## src/sv/rssd_pkg.sv

```systemverilog
// Shared types and constants for the rest-state sleep detector.
// No dependencies; imported by every module of the block.
package rssd_pkg;

  // Field widths
  localparam int unsigned IDX_W   = 10;
  localparam int unsigned VEL_W   = 16;
  localparam int unsigned DT_W    = 16;
  localparam int unsigned TIMER_W = 24;
  localparam int unsigned SQ_W    = 32;
  localparam int unsigned CFG_W   = 32;
  localparam int unsigned REG_IDX_W = 2;

  localparam logic [TIMER_W-1:0] TIMER_MAX = {TIMER_W{1'b1}};

  // Configuration register indexes
  localparam logic [REG_IDX_W-1:0] REG_SPEED_SQ_LIMIT = 2'd0;
  localparam logic [REG_IDX_W-1:0] REG_SPIN_SQ_LIMIT  = 2'd1;
  localparam logic [REG_IDX_W-1:0] REG_HOLD_TIME      = 2'd2;

  localparam logic [TIMER_W-1:0] HOLD_TIME_RESET = 24'd500000;

  // Current configuration as seen by the datapath
  typedef struct packed {
    logic [SQ_W-1:0]    speed_sq_limit;
    logic [SQ_W-1:0]    spin_sq_limit;
    logic [TIMER_W-1:0] hold_time;
  } cfg_t;

endpackage

```

## src/sv/rssd_regs.sv

```systemverilog
// Configuration register file for the sleep detector.
// Depends on rssd_pkg for register indexes and cfg_t.
module rssd_regs (
  input  logic                           clk,
  input  logic                           rst,
  input  logic                           cfg_write,
  input  logic [rssd_pkg::REG_IDX_W-1:0] cfg_index,
  input  logic [rssd_pkg::CFG_W-1:0]     cfg_data,
  output rssd_pkg::cfg_t                 cfg
);
  import rssd_pkg::*;

  // Plain write port; unknown indexes are dropped
  always_ff @(posedge clk) begin
    if (rst) begin
      cfg.speed_sq_limit <= '0;
      cfg.spin_sq_limit  <= '0;
      cfg.hold_time      <= HOLD_TIME_RESET;
    end else if (cfg_write) begin
      case (cfg_index)
        REG_SPEED_SQ_LIMIT: cfg.speed_sq_limit <= cfg_data[SQ_W-1:0];
        REG_SPIN_SQ_LIMIT:  cfg.spin_sq_limit  <= cfg_data[SQ_W-1:0];
        REG_HOLD_TIME:      cfg.hold_time      <= cfg_data[TIMER_W-1:0];
        default: begin
        end
      endcase
    end
  end

endmodule

```

## config.mk

```make
export PLATFORM = sky130hd
export DESIGN_NAME = rssd_regs
export DESIGN_NICKNAME = d
export VERILOG_FILES = /design/src/sv/rssd_pkg.sv /design/src/sv/rssd_regs.sv
export SDC_FILE = /design/constraint.sdc
export NUM_CORES = 1
export LEC_CHECK = 0
export BUFFER_PORTS_ARGS = -buffer_cell sky130_fd_sc_hd__buf_2
export CAP_MARGIN = 20
export CORE_MARGIN = 2
export CORE_UTILIZATION = 30
export DETAILED_ROUTE_END_ITERATION = 16
export RECOVER_POWER = 100
export SLEW_MARGIN = 0
export SYNTH_ARGS = -nofsm -noshare
export SYNTH_HDL_FRONTEND = slang
export SYNTH_SLANG_ARGS = --single-unit
```

## constraint.sdc

```tcl
create_clock -name clk -period 1.6 [get_ports clk]
set_input_delay 0 -clock clk [delete_from_list [all_inputs] [get_ports clk]]
set_output_delay 0 -clock clk [all_outputs]
set_load 0.005 [all_outputs]
```

=== After elaboration in Yosys (flattened, before gate mapping) ===
Index checks and enable logic that the tools add are counted.

* Reductions and logical operators: 4
* Eq/ne operators: 2
* Order comparisons: 0
* Divide/modulo/power cells: 0
* $mul: 0
* Bitwise logic cells: 0
* Shifts and indexed selects: 0
* Add/sub/neg operators: 0
* Muxes and demuxes: 0

{| class="wikitable"
|+ Operators with widths
! operator !! number
|-
| 2-bit AND reduction || 3
|-
| 2-bit by 1-bit == test with 1-bit output (second input constant) || 1
|-
| 2-bit == test (second input constant) || 1
|-
| 2-bit zero test || 1
|}

* Register bits: 88
* Output and inout bits: 88
* Bits in writable memories: 0
* Memories: 0
* Logic and storage cells: 9
* Latch bits: 0
* Memory bits (read-only): 0
* Input bits: 37

=== Depth between registers and ports, before layout ===
* Depth in word-level cells: 2
* Depth in mapped cells: 5
* Depth with buffers taken out: 2

=== Worst setup path after synthesis ===
Ideal clock, no wire load.

* Path type: input-to-reg
* From: in rst
* To: reg cfg[65] in the netlist's numbering
* Stages: 5
* Data arrival time: 0.658 ns
* Setup slack: 0.821 ns
* Path buffers: 3
* Library setup time: 0.120 ns
* Data required time: 1.480 ns
* Cell sequence: buf_2 -> buf_2 -> clkbuf_1 -> nand2b_1 -> mux2i_1

{| class="wikitable"
|+ RTL lines
! item !! line !! source
|-
| start, declared || rssd_regs.sv:5 || <nowiki>input logic rst,</nowiki>
|-
| end, declared || rssd_regs.sv:9 || <nowiki>output rssd_pkg::cfg_t cfg</nowiki>
|}

==> results.txt <==
----------------------------------------------------
[Synth]
  Multiplexer share of the synthesized area ... 24.4%
  Number of warning messages in the yosys log ... 0
  Unique cell type count in the Yosys netlist ... 12
  Parity-gate share of the synthesized area counting xor and xnor cells ... 0%
  Synth Net Count ... 370
  Ys flop type ... sky130_fd_sc_hd__dfxtp_1
  Mapped Area ... 0.00361 mm2
  Sequential-to-total area share from yosys stat ... 48.8%
  Flip-flop and latch count after synthesis ... 88
  Most used standard cell by instance count after synthesis ... sky130_fd_sc_hd__nand2b_1
  Simple-gate portion of the synthesized area ... 22.3%
  Syn Inst Count ... 333
  Arithmetic-cell share of the synthesized area counting full adders, half adders and majority gates ... 0%
  Synth top area cells ... sky130_fd_sc_hd__dfxtp_1 49%, sky130_fd_sc_hd__mux2i_1 24%, sky130_fd_sc_hd__nand2b_1 20%
  Async set or reset register ratio after synthesis ... 0%
  Number of flops mapped to enable cells by yosys ... 0
  Post-Syn Area per Cell ... 10.8 um2
  Synth top area share ... 48.8%
  Dominant combinational cell family by area after synthesis ... multiplexers
  Cell accounting for the most synthesized area ... sky130_fd_sc_hd__dfxtp_1
  Most instantiated cells after synthesis ... 113 x sky130_fd_sc_hd__nand2b_1, 88 x sky130_fd_sc_hd__dfxtp_1, 88 x sky130_fd_sc_hd__mux2i_1
  Compound-cell area share of the yosys netlist ... 0%

[Status]
  Result of the run ... finished, violations left
  Violated checks ... negative hold slack

[Route]
  Routed Antenna Nets ... 0
  Via-per-instance ratio ... 4.31
  Remaining DRCs ... 0
  Initial DRC count ... 111
  DR vias ... 2709
  Wire length after detailed routing ... 8440 um
  Routed length per instance ... 13.4 um
  Pre-antenna DRT Iters ... 4

[Layout]
  Fraction of final layout cells with drive strength greater than 1 ... 19.7%
  Number of nets in the final layout ... 514
  Count of filler cells inserted in the layout ... 1195
  Max FFs per register ... 88
  Multi-input gate area in the final layout ... 0.00169 mm2
  Largest registers ... cfg x88
  Share of the core filled with cells in the final layout ... 40.7%
  Post-Layout Cell Count ... 629
  Area grow syn2layout ... 33.8%
  ANT cells ... 0
  Largest register by flop count ... cfg
  Area used by sequential logic in the layout ... 0.00176 mm2

[Global routing]
  Via count of the first global-routing pass ... 2785
  Global-route wire length before repair ... 13600 um
  Largest net degree at the start of global routing ... 128
  Remaining global-route overflow ... 0
  GRT Resource Usage Total ... 13.3%
  Number of antenna violations at the first check in global routing ... 0

[Timing]
  Worst path setup slack after routing ... 527 ps
  Max-slew violation total from the final report ... 0
  Finish-stage setup viols ... 0
  Slew HR ... 33.0%
  Final Critical Period ... 1070 ps
  Hold WS ... -0.384 ps
  Period utilization ... 67.1%
  Final Hold Vio Count ... 1
  Slew at the pin closest to its max-slew limit ... 1000 ps
  Maximum operating frequency ... 0.932 GHz
  Clock skew ... 0 ps
  Unrepaired setup endpoints after global routing ... no
  Final setup TNS ... 0 ps

[Die]
  Std-Cell Rows ... 40
  Total Die Area ... 0.0129 mm2
  Number of I/O pins ... 125
  Floorplan die width ... 114 um
  Initial standard-cell utilization of the core ... 30.4%
  Core footprint ... 0.0119 mm2
  Die height ... 114 um

[Setup path]
  Worst Setup Path Type ... in -> reg
  Endpoint class of the critical path ... register
  Worst path arrival time ... 1280 ps
  Nature of the critical path startpoint ... primary input
  Critical path fanouts, max ... 127
  R2r setup slk ... 970 ps
  Required @ worst endpoint ... 1800 ps

[Placement]
  Hpwl dp ... 5550 um
  Cell count after placement ... 584
  Placer's final routability congestion estimate ... 0.700
  Post-placement setup slack ... 613 ps
  Number of buffers added on ports ... 124

[Min path]
  Hold WC Path Type ... in -> reg

[Clock tree]
  Number of buffers added by the clock tree synthesis step ... 9
  Clock-pin slew reported for the worst setup and hold paths after clock tree synthesis ... 60 ps
  Root Buffer Master ... sky130_fd_sc_hd__clkbuf_16
  H-tree level count ... 3
  Clk Latency, worst-skew pair ... 330 ps
  TritonCTS clock tree ... yes
  Number of sinks on the clock net ... 88
  Cts-stage hold buffer count ... 29
  Count of buffers added by post-CTS timing repair for setup ... 0
  Post-CTS sizing ... 0
  Worst-case clock buffer depth ... 2

[Power and ir drop]
  Worst vdd rail ir drop ... 0.606 mV
  Leakage ... 2.23 nW
  PD cells ... 993 mW/mm2

[Job]
  Reported max-cap violation count ... 0

----------------------------------------------------
metrics by stage:
step	cell area [um2]	power, mW
finish	4830	4.80
floorplan	3610	2.61
global placement	4330	2.77
CTS	4910	4.89
detailed placement	4330	2.78
global route	4830	5.01
area by class of cell:
class	instances	share of cell area, %
Sequential cell	88	36.5
Multi-Input combinational cell	220	35.0
Timing Repair Buffer	158	18.9
Clock buffer	12	4.89
Tap cell	147	3.81
Clock inverter	4	0.932
path summary, 6_finish.rpt:
check	from	end	cells after the start
worst min register to register	cfg[57]	cfg[57]	2
worst min-delay path	cfg_data[23]	cfg[47]	3
worst max-delay path	rst	cfg[9]	4
worst max register to register	cfg[5]	cfg[5]	2
where the power goes:
part           total [mW]  leakage, nW  internal, mW  switching [mW]
Sequential           2.31        0.716          2.27          0.0411
Combinational       0.461         1.37         0.252           0.209
Clock                2.03        0.140          1.20           0.824
Total                4.80         2.23          3.73            1.07
layout by cell type (no fill, tap or decap), types with 3 or more instances in the layout:
cell	synthesis	routed
sky130_fd_sc_hd__clkbuf_1	9	51
sky130_fd_sc_hd__clkbuf_16	0	9
sky130_fd_sc_hd__mux2i_1	88	88
sky130_fd_sc_hd__nand2b_1	113	113
sky130_fd_sc_hd__dfxtp_1	88	88
sky130_fd_sc_hd__clkinv_2	0	3
sky130_fd_sc_hd__dlygate4sd3_1	0	29
sky130_fd_sc_hd__nor2_1	14	14
sky130_fd_sc_hd__buf_2	7	75
kinds of logic (layout without fill, tap and decap cells):
group | after synthesis | count (layout)
and+or+nand+nor | 132 | 132
muxes | 88 | 88
DFF | 88 | 88
buffers and inverters | 25 | 174
per-layer routing:
layer	track usage [%]	wire length [um]	up-vias
li1	-	-	1372
met1	17.0	4050	1254
met2	21.3	3860	78
met3	4.41	445	5
met4	4.07	77	0
met5	0	0	-
worst max-delay path: stages:
cell and delay [ps]:
sky130_fd_sc_hd__buf_2 70, sky130_fd_sc_hd__clkbuf_4 740, sky130_fd_sc_hd__nand2b_1 260, sky130_fd_sc_hd__mux2i_1 100
Power figures use the tool's default switching activity.
