## src/sv/rssd_pkg.sv

```systemverilog
// Shared types and constants for the rest-state sleep detector.
// No dependencies; imported by every module of the block.
package rssd_pkg;

  // Field widths
  localparam int unsigned IDX_W   = 10;
  localparam int unsigned VEL_W   = 16;
  localparam int unsigned DT_W    = 16;
  localparam int unsigned TIMER_W = 24;
  localparam int unsigned SQ_W    = 32;
  localparam int unsigned CFG_W   = 32;
  localparam int unsigned REG_IDX_W = 2;

  localparam logic [TIMER_W-1:0] TIMER_MAX = {TIMER_W{1'b1}};

  // Configuration register indexes
  localparam logic [REG_IDX_W-1:0] REG_SPEED_SQ_LIMIT = 2'd0;
  localparam logic [REG_IDX_W-1:0] REG_SPIN_SQ_LIMIT  = 2'd1;
  localparam logic [REG_IDX_W-1:0] REG_HOLD_TIME      = 2'd2;

  localparam logic [TIMER_W-1:0] HOLD_TIME_RESET = 24'd500000;

  // Current configuration as seen by the datapath
  typedef struct packed {
    logic [SQ_W-1:0]    speed_sq_limit;
    logic [SQ_W-1:0]    spin_sq_limit;
    logic [TIMER_W-1:0] hold_time;
  } cfg_t;

endpackage

```

## src/sv/rssd_motion.sv

```systemverilog
// Velocity path: input registers, six squares, then sums and limit compares.
// Depends on rssd_pkg for widths and cfg_t.
module rssd_motion (
  input  logic                             clk,
  input  logic                             adv,
  input  logic signed [rssd_pkg::VEL_W-1:0] lin_vel_x,
  input  logic signed [rssd_pkg::VEL_W-1:0] lin_vel_y,
  input  logic signed [rssd_pkg::VEL_W-1:0] lin_vel_z,
  input  logic signed [rssd_pkg::VEL_W-1:0] ang_vel_x,
  input  logic signed [rssd_pkg::VEL_W-1:0] ang_vel_y,
  input  logic signed [rssd_pkg::VEL_W-1:0] ang_vel_z,
  input  rssd_pkg::cfg_t                   cfg,
  output logic                             quiet
);
  import rssd_pkg::*;

  localparam int unsigned PROD_W = 2 * VEL_W;
  localparam int unsigned SQR_W  = PROD_W - 1;  // a square never exceeds 2^30

  logic signed [VEL_W-1:0] lin1 [3];
  logic signed [VEL_W-1:0] ang1 [3];
  logic [SQR_W-1:0]        lin_sq [3];
  logic [SQR_W-1:0]        ang_sq [3];
  logic signed [PROD_W-1:0] lin_p [3];
  logic signed [PROD_W-1:0] ang_p [3];
  logic [SQ_W-1:0]         lin_sum;
  logic [SQ_W-1:0]         ang_sum;

  // Stage 1: capture velocities
  always_ff @(posedge clk) begin
    if (adv) begin
      lin1[0] <= lin_vel_x;
      lin1[1] <= lin_vel_y;
      lin1[2] <= lin_vel_z;
      ang1[0] <= ang_vel_x;
      ang1[1] <= ang_vel_y;
      ang1[2] <= ang_vel_z;
    end
  end

  // Six independent 16x16 squares
  always_comb begin
    for (int i = 0; i < 3; i++) begin
      lin_p[i] = lin1[i] * lin1[i];
      ang_p[i] = ang1[i] * ang1[i];
    end
  end

  // Stage 2: registered squares
  always_ff @(posedge clk) begin
    if (adv) begin
      for (int i = 0; i < 3; i++) begin
        lin_sq[i] <= lin_p[i][SQR_W-1:0];
        ang_sq[i] <= ang_p[i][SQR_W-1:0];
      end
    end
  end

  // Sum of three squares fits 32 bits; strict compare against limits
  assign lin_sum = SQ_W'(lin_sq[0]) + SQ_W'(lin_sq[1]) + SQ_W'(lin_sq[2]);
  assign ang_sum = SQ_W'(ang_sq[0]) + SQ_W'(ang_sq[1]) + SQ_W'(ang_sq[2]);
  assign quiet   = (lin_sum < cfg.speed_sq_limit) && (ang_sum < cfg.spin_sq_limit);

endmodule

```

## config.mk

```make
export PLATFORM = sky130hd
export DESIGN_NAME = rssd_motion
export DESIGN_NICKNAME = d
export VERILOG_FILES = /design/src/sv/rssd_pkg.sv /design/src/sv/rssd_motion.sv
export SDC_FILE = /design/constraint.sdc
export NUM_CORES = 2
export LEC_CHECK = 0
export BUFFER_PORTS_ARGS = -buffer_cell sky130_fd_sc_hd__buf_2
export CAP_MARGIN = 40
export CORE_MARGIN = 2
export CORE_UTILIZATION = 45
export DETAILED_ROUTE_END_ITERATION = 8
export PLACE_DENSITY_LB_ADDON = 0.3
export SLEW_MARGIN = 30
export SYNTH_ARGS = -nofsm -noshare
export SYNTH_HDL_FRONTEND = slang
export SYNTH_SLANG_ARGS = --single-unit
```

## constraint.sdc

```tcl
create_clock -name clk -period 17.62 [get_ports clk]
set_input_delay 1.762 -clock clk [delete_from_list [all_inputs] [get_ports clk]]
set_output_delay 1.762 -clock clk [all_outputs]
set_load 0.05 [all_outputs]
```

== Yosys cells after proc, flatten, opt, wreduce, memory -nomap -nowiden ==
Memory sizes are Yosys's and may differ from the RTL's.
Index checks and enable logic that the tools add are counted.
Operators by class
  $add $sub $neg: 4
  multipliers: 6
  magnitude comparators: 2
  mux-type cells: 2
  reduce and logical (&&, ||, !) cells: 1
Operators with widths (count)
  $mul 16x16->31: 6
  $add 31x31->32: 2
  $add 32x31->32: 2
  $lt 32x32->1: 2
  $mux 1: 2
  $logic_and 1x1->1: 1
Word-level totals
  bits in registers: 0
  memory bits (writable): 282
  output and inout bits: 1
  word-level logic and storage cells: 19
  memories kept: 4
Memories
  ang_sq: words 3, bits a word 31, rd ports 3, clocked after memory_dff 0, wr ports 3, line rssd_motion.sv:23  | logic [SQR_W-1:0] ang_sq [3];
  lin_sq: words 3, bits a word 31, rd ports 3, clocked after memory_dff 0, wr ports 3, line rssd_motion.sv:22  | logic [SQR_W-1:0] lin_sq [3];
  ang1: words 3, bits a word 16, rd ports 3, clocked after memory_dff 0, wr ports 3, line rssd_motion.sv:21  | logic signed [VEL_W-1:0] ang1 [3];
  lin1: words 3, bits a word 16, rd ports 3, clocked after memory_dff 0, wr ports 3, line rssd_motion.sv:20  | logic signed [VEL_W-1:0] lin1 [3];

== Logic depth before layout (Yosys ltp) ==
  word-level depth: 4
  depth in mapped cells: 25
  gate-level depth less buffers: 25

== Worst setup path before layout ==
Ideal clock, no wire load.
  path kind: reg-to-output
  start point: memory ang_sq[0][3] (netlist bit)
  end point: output quiet
  arrival: 4.835 ns
  data required time: 15.858 ns
  path slack: 11.023 ns
  stages on the path, launching flop included: 21
  path buffers: 0
  cell sequence: edfxtp_1 > fa_1 > ha_1 > a21oi_1 > o21bai_1 > a2111o_1 > a311oi_2 > o311ai_1 > a21o_1 > a41o_1 > a21oi_1 > xnor2_1 > ha_1 > nand4_1 > nor3_1 > nand4_1 > o2111ai_1 > a211o_1 > nor3_1 > a311oi_1 > a21oi_1
RTL lines
  start, declared: line rssd_motion.sv:23
  end, declared: line rssd_motion.sv:13  | output logic quiet

==> flow_summary.yaml <==
worst_setup_path:
  cp_num_buf_inv: 1
  cpLargestDelayFamily: "compound AO/OA/AOI/OAI gates"
  cp-end-kind: "primary output"
  worstPathArrival_ns: 7.00
  critical-path-max-stage-delay_ns: 0.75
  critPathMaxFanout: 4
  required_ns: 15.86
  r2r.worst_path.cells: 20
  setup.worst_path.class: "register to primary output"
  crit_path_top_delay_cell: "o41ai_1"
  crit_chain: "fa_1, ha_1, o21a_1, o21ai_0, a211oi_1, a211oi_1, o41ai_1, nand2_1, a31oi_1, xnor2_1, ha_1, nand4_1, nor3_1, nand4_1, o2111ai_1, a211o_1, nor3_1, a311oi_1, a21oi_1, buf_2"
  path_depth: 20
  cp-start-kind: "register"
global_route:
  grt.overflow.total: 0
  grt_pass1_wl_um: 250000
  grt_max_degree: 93
  grt.total_usage: 0.210
  first_global_vias: 49200
  antenna_found_initial: 5
final_layout:
  final_cell_mix: "inv_1, fa_1, ha_1"
  fillerInstances: 13700
  final_core_util: 0.483
  layout_commonest_cell: "inv_1"
  syn2layout_area_growth_pct: 6.72
  final_nets: 9052
  drive_gt1_frac: 0.0475
die:
  die_w_um: 386
  core_area_um2: 145000
  start_util: 0.453
  dieHeight_um: 386
  fp-row-count: 140
  die_area_um2: 149000
  ioPinCount: 187
routing:
  drc: 0
  firstDrtPassIters: 5
  vias: 43600
  drtIter0Drc: 1815
  wl_per_cell_um: 16.9
  totalWireLength_um: 148000
  viasPerCell: 4.99
  drtAntennaViolNets: 0
cts:
  cts_resized: 0
  path_clk_slew_ns: 0.06
  cts_root_buffer: "clkbuf_16"
  clockBufferDepth: 3
  clkLatencyLatePin_ns: 0.62
  clock_sinks: 276
  cts_hold_buffers: 0
  cts_setup_buffers: 0
  cts_tree: "yes"
  cts_buffers: 41
  h-tree-depth: 2
timing:
  slew_viol_final: 0
  hold_viol: 0
  fin_crit_sh: 0.497
  rsz0062_at_grt: "no"
  fin_crit_ns: 8.76
  setup_ws_ns: 8.86
  final.setup.tns_ns: 0
  max_freq_mhz: 114
  setup_viol: 0
  relSlewSlack: 0.407
  worstMarginPinSlew_ns: 0.880
  fin_worst_skew_ns: 0.0163
synthesis:
  synth.distinct_cells: 80
  syn_area_um2: 65800
  synthArstFlopShare: 0
  post-synth-top-area-fraction: 0.438
  synth.area.top_cells: "fa_1, edfxtp_1, ha_1"
  seq_area_frac_synth: 0.126
  synth_edf_count: 276
  synthFlopType: "edfxtp_1"
  yosysWarningCount: 0
  yosys_register_bits: 276
  syn_inst: 6685
  avgSynthCellArea_um2: 9.85
  synth_top_area_cell: "fa_1"
run_status:
  status: "finished clean"
placement:
  dp_slack_ns: 9.83
  hpwl_um: 126000
  portBuffers: 162
  gp_congestion: 0.870
flow_run:
  cap_violations: 0
hold_path:
  min_path_type: "register to register"
  holdPathStages: 1
[registers in the layout (all words and copies together) (netlist names)]
register  cells
lin_sq       90
ang_sq       90
lin1         48
ang1         48
[area by class of cell]
cell class	instances	area, µm²	area share
Antenna cell	1	2.50	0.0000356
Clock inverter	27	243	0.00345
Inverter	2015	7560	0.108
Multi-Input combinational cell	4264	49500	0.704
Clock buffer	46	1040	0.0149
Sequential cell	276	8290	0.118
Tap cell	1917	2400	0.0341
Timing Repair Buffer	196	1220	0.0174
[metrics by stage]
stage               hold WS [ns]  instance area, µm²  cells
CTS                        0.732               70100   8735
finish                     0.714               70300   8742
floorplan                  0.449               65800   6689
global route               0.751               70300   8741
detailed placement         0.721               68900   8662
global placement           0.717               68700   8651
[per-layer routing]
metal / GRT usage / routed length, µm
met1: 0.262 / 60500
met5: 0 / 0
met4: 0.0665 / 5080
met3: 0.0167 / 4490
met2: 0.384 / 77600
[cells by family (layout without fill, tap and decap cells)]
| group | after synthesis | in the layout | share of synthesized area |
|---|---|---|---|
| muxes | 9 | 9 | 0.00148 |
| adders and majority gates | 2072 | 2072 | 0.558 |
| other | 2 | 7 | 0.000114 |
| and+or+nand+nor | 1270 | 1270 | 0.0896 |
| xor gates and xnor gates | 308 | 308 | 0.0410 |
| DFF | 276 | 276 | 0.126 |
| buffers and inverters | 2149 | 2284 | 0.123 |
| AOI/OAI and AO/OA | 599 | 599 | 0.0613 |
[worst paths after layout]
kind                             end                    from  slack (ns)
max                            quiet  ang_sq[0][4]$_DFFE_PP_        8.86
min           ang_sq[0][0]$_DFFE_PP_    ang1[0][0]$_DFFE_PP_        0.71
max reg2reg  lin_sq[0][29]$_DFFE_PP_    lin1[0][3]$_DFFE_PP_       10.16
min reg2reg   ang_sq[0][0]$_DFFE_PP_    ang1[0][0]$_DFFE_PP_        0.71
[cell usage after synthesis, types with 7 or more instances]
library cell and count:
a211o_1 12, a211oi_1 21, a21o_1 107, a21oi_1 181, a31o_2 20, a31oi_1 10, and2_1 210, and3_1 22
clkbuf_1 131, clkinv_1 9, edfxtp_1 276, fa_1 1441, ha_1 631, inv_1 2005, nand2_1 495, nand2b_1 44
nand3_1 47, nand4_1 17, nor2_1 295, nor2b_1 42, nor3_1 45, o2111ai_1 7, o211ai_1 10, o21a_1 38
o21ai_0 82, o21ai_1 8, o21bai_1 27, or2_2 21, or3_1 9, xnor2_1 242, xor2_1 66
Power is not shown: default switching activity piles up to over one toggle a cycle in this logic, so the estimate is an artifact.
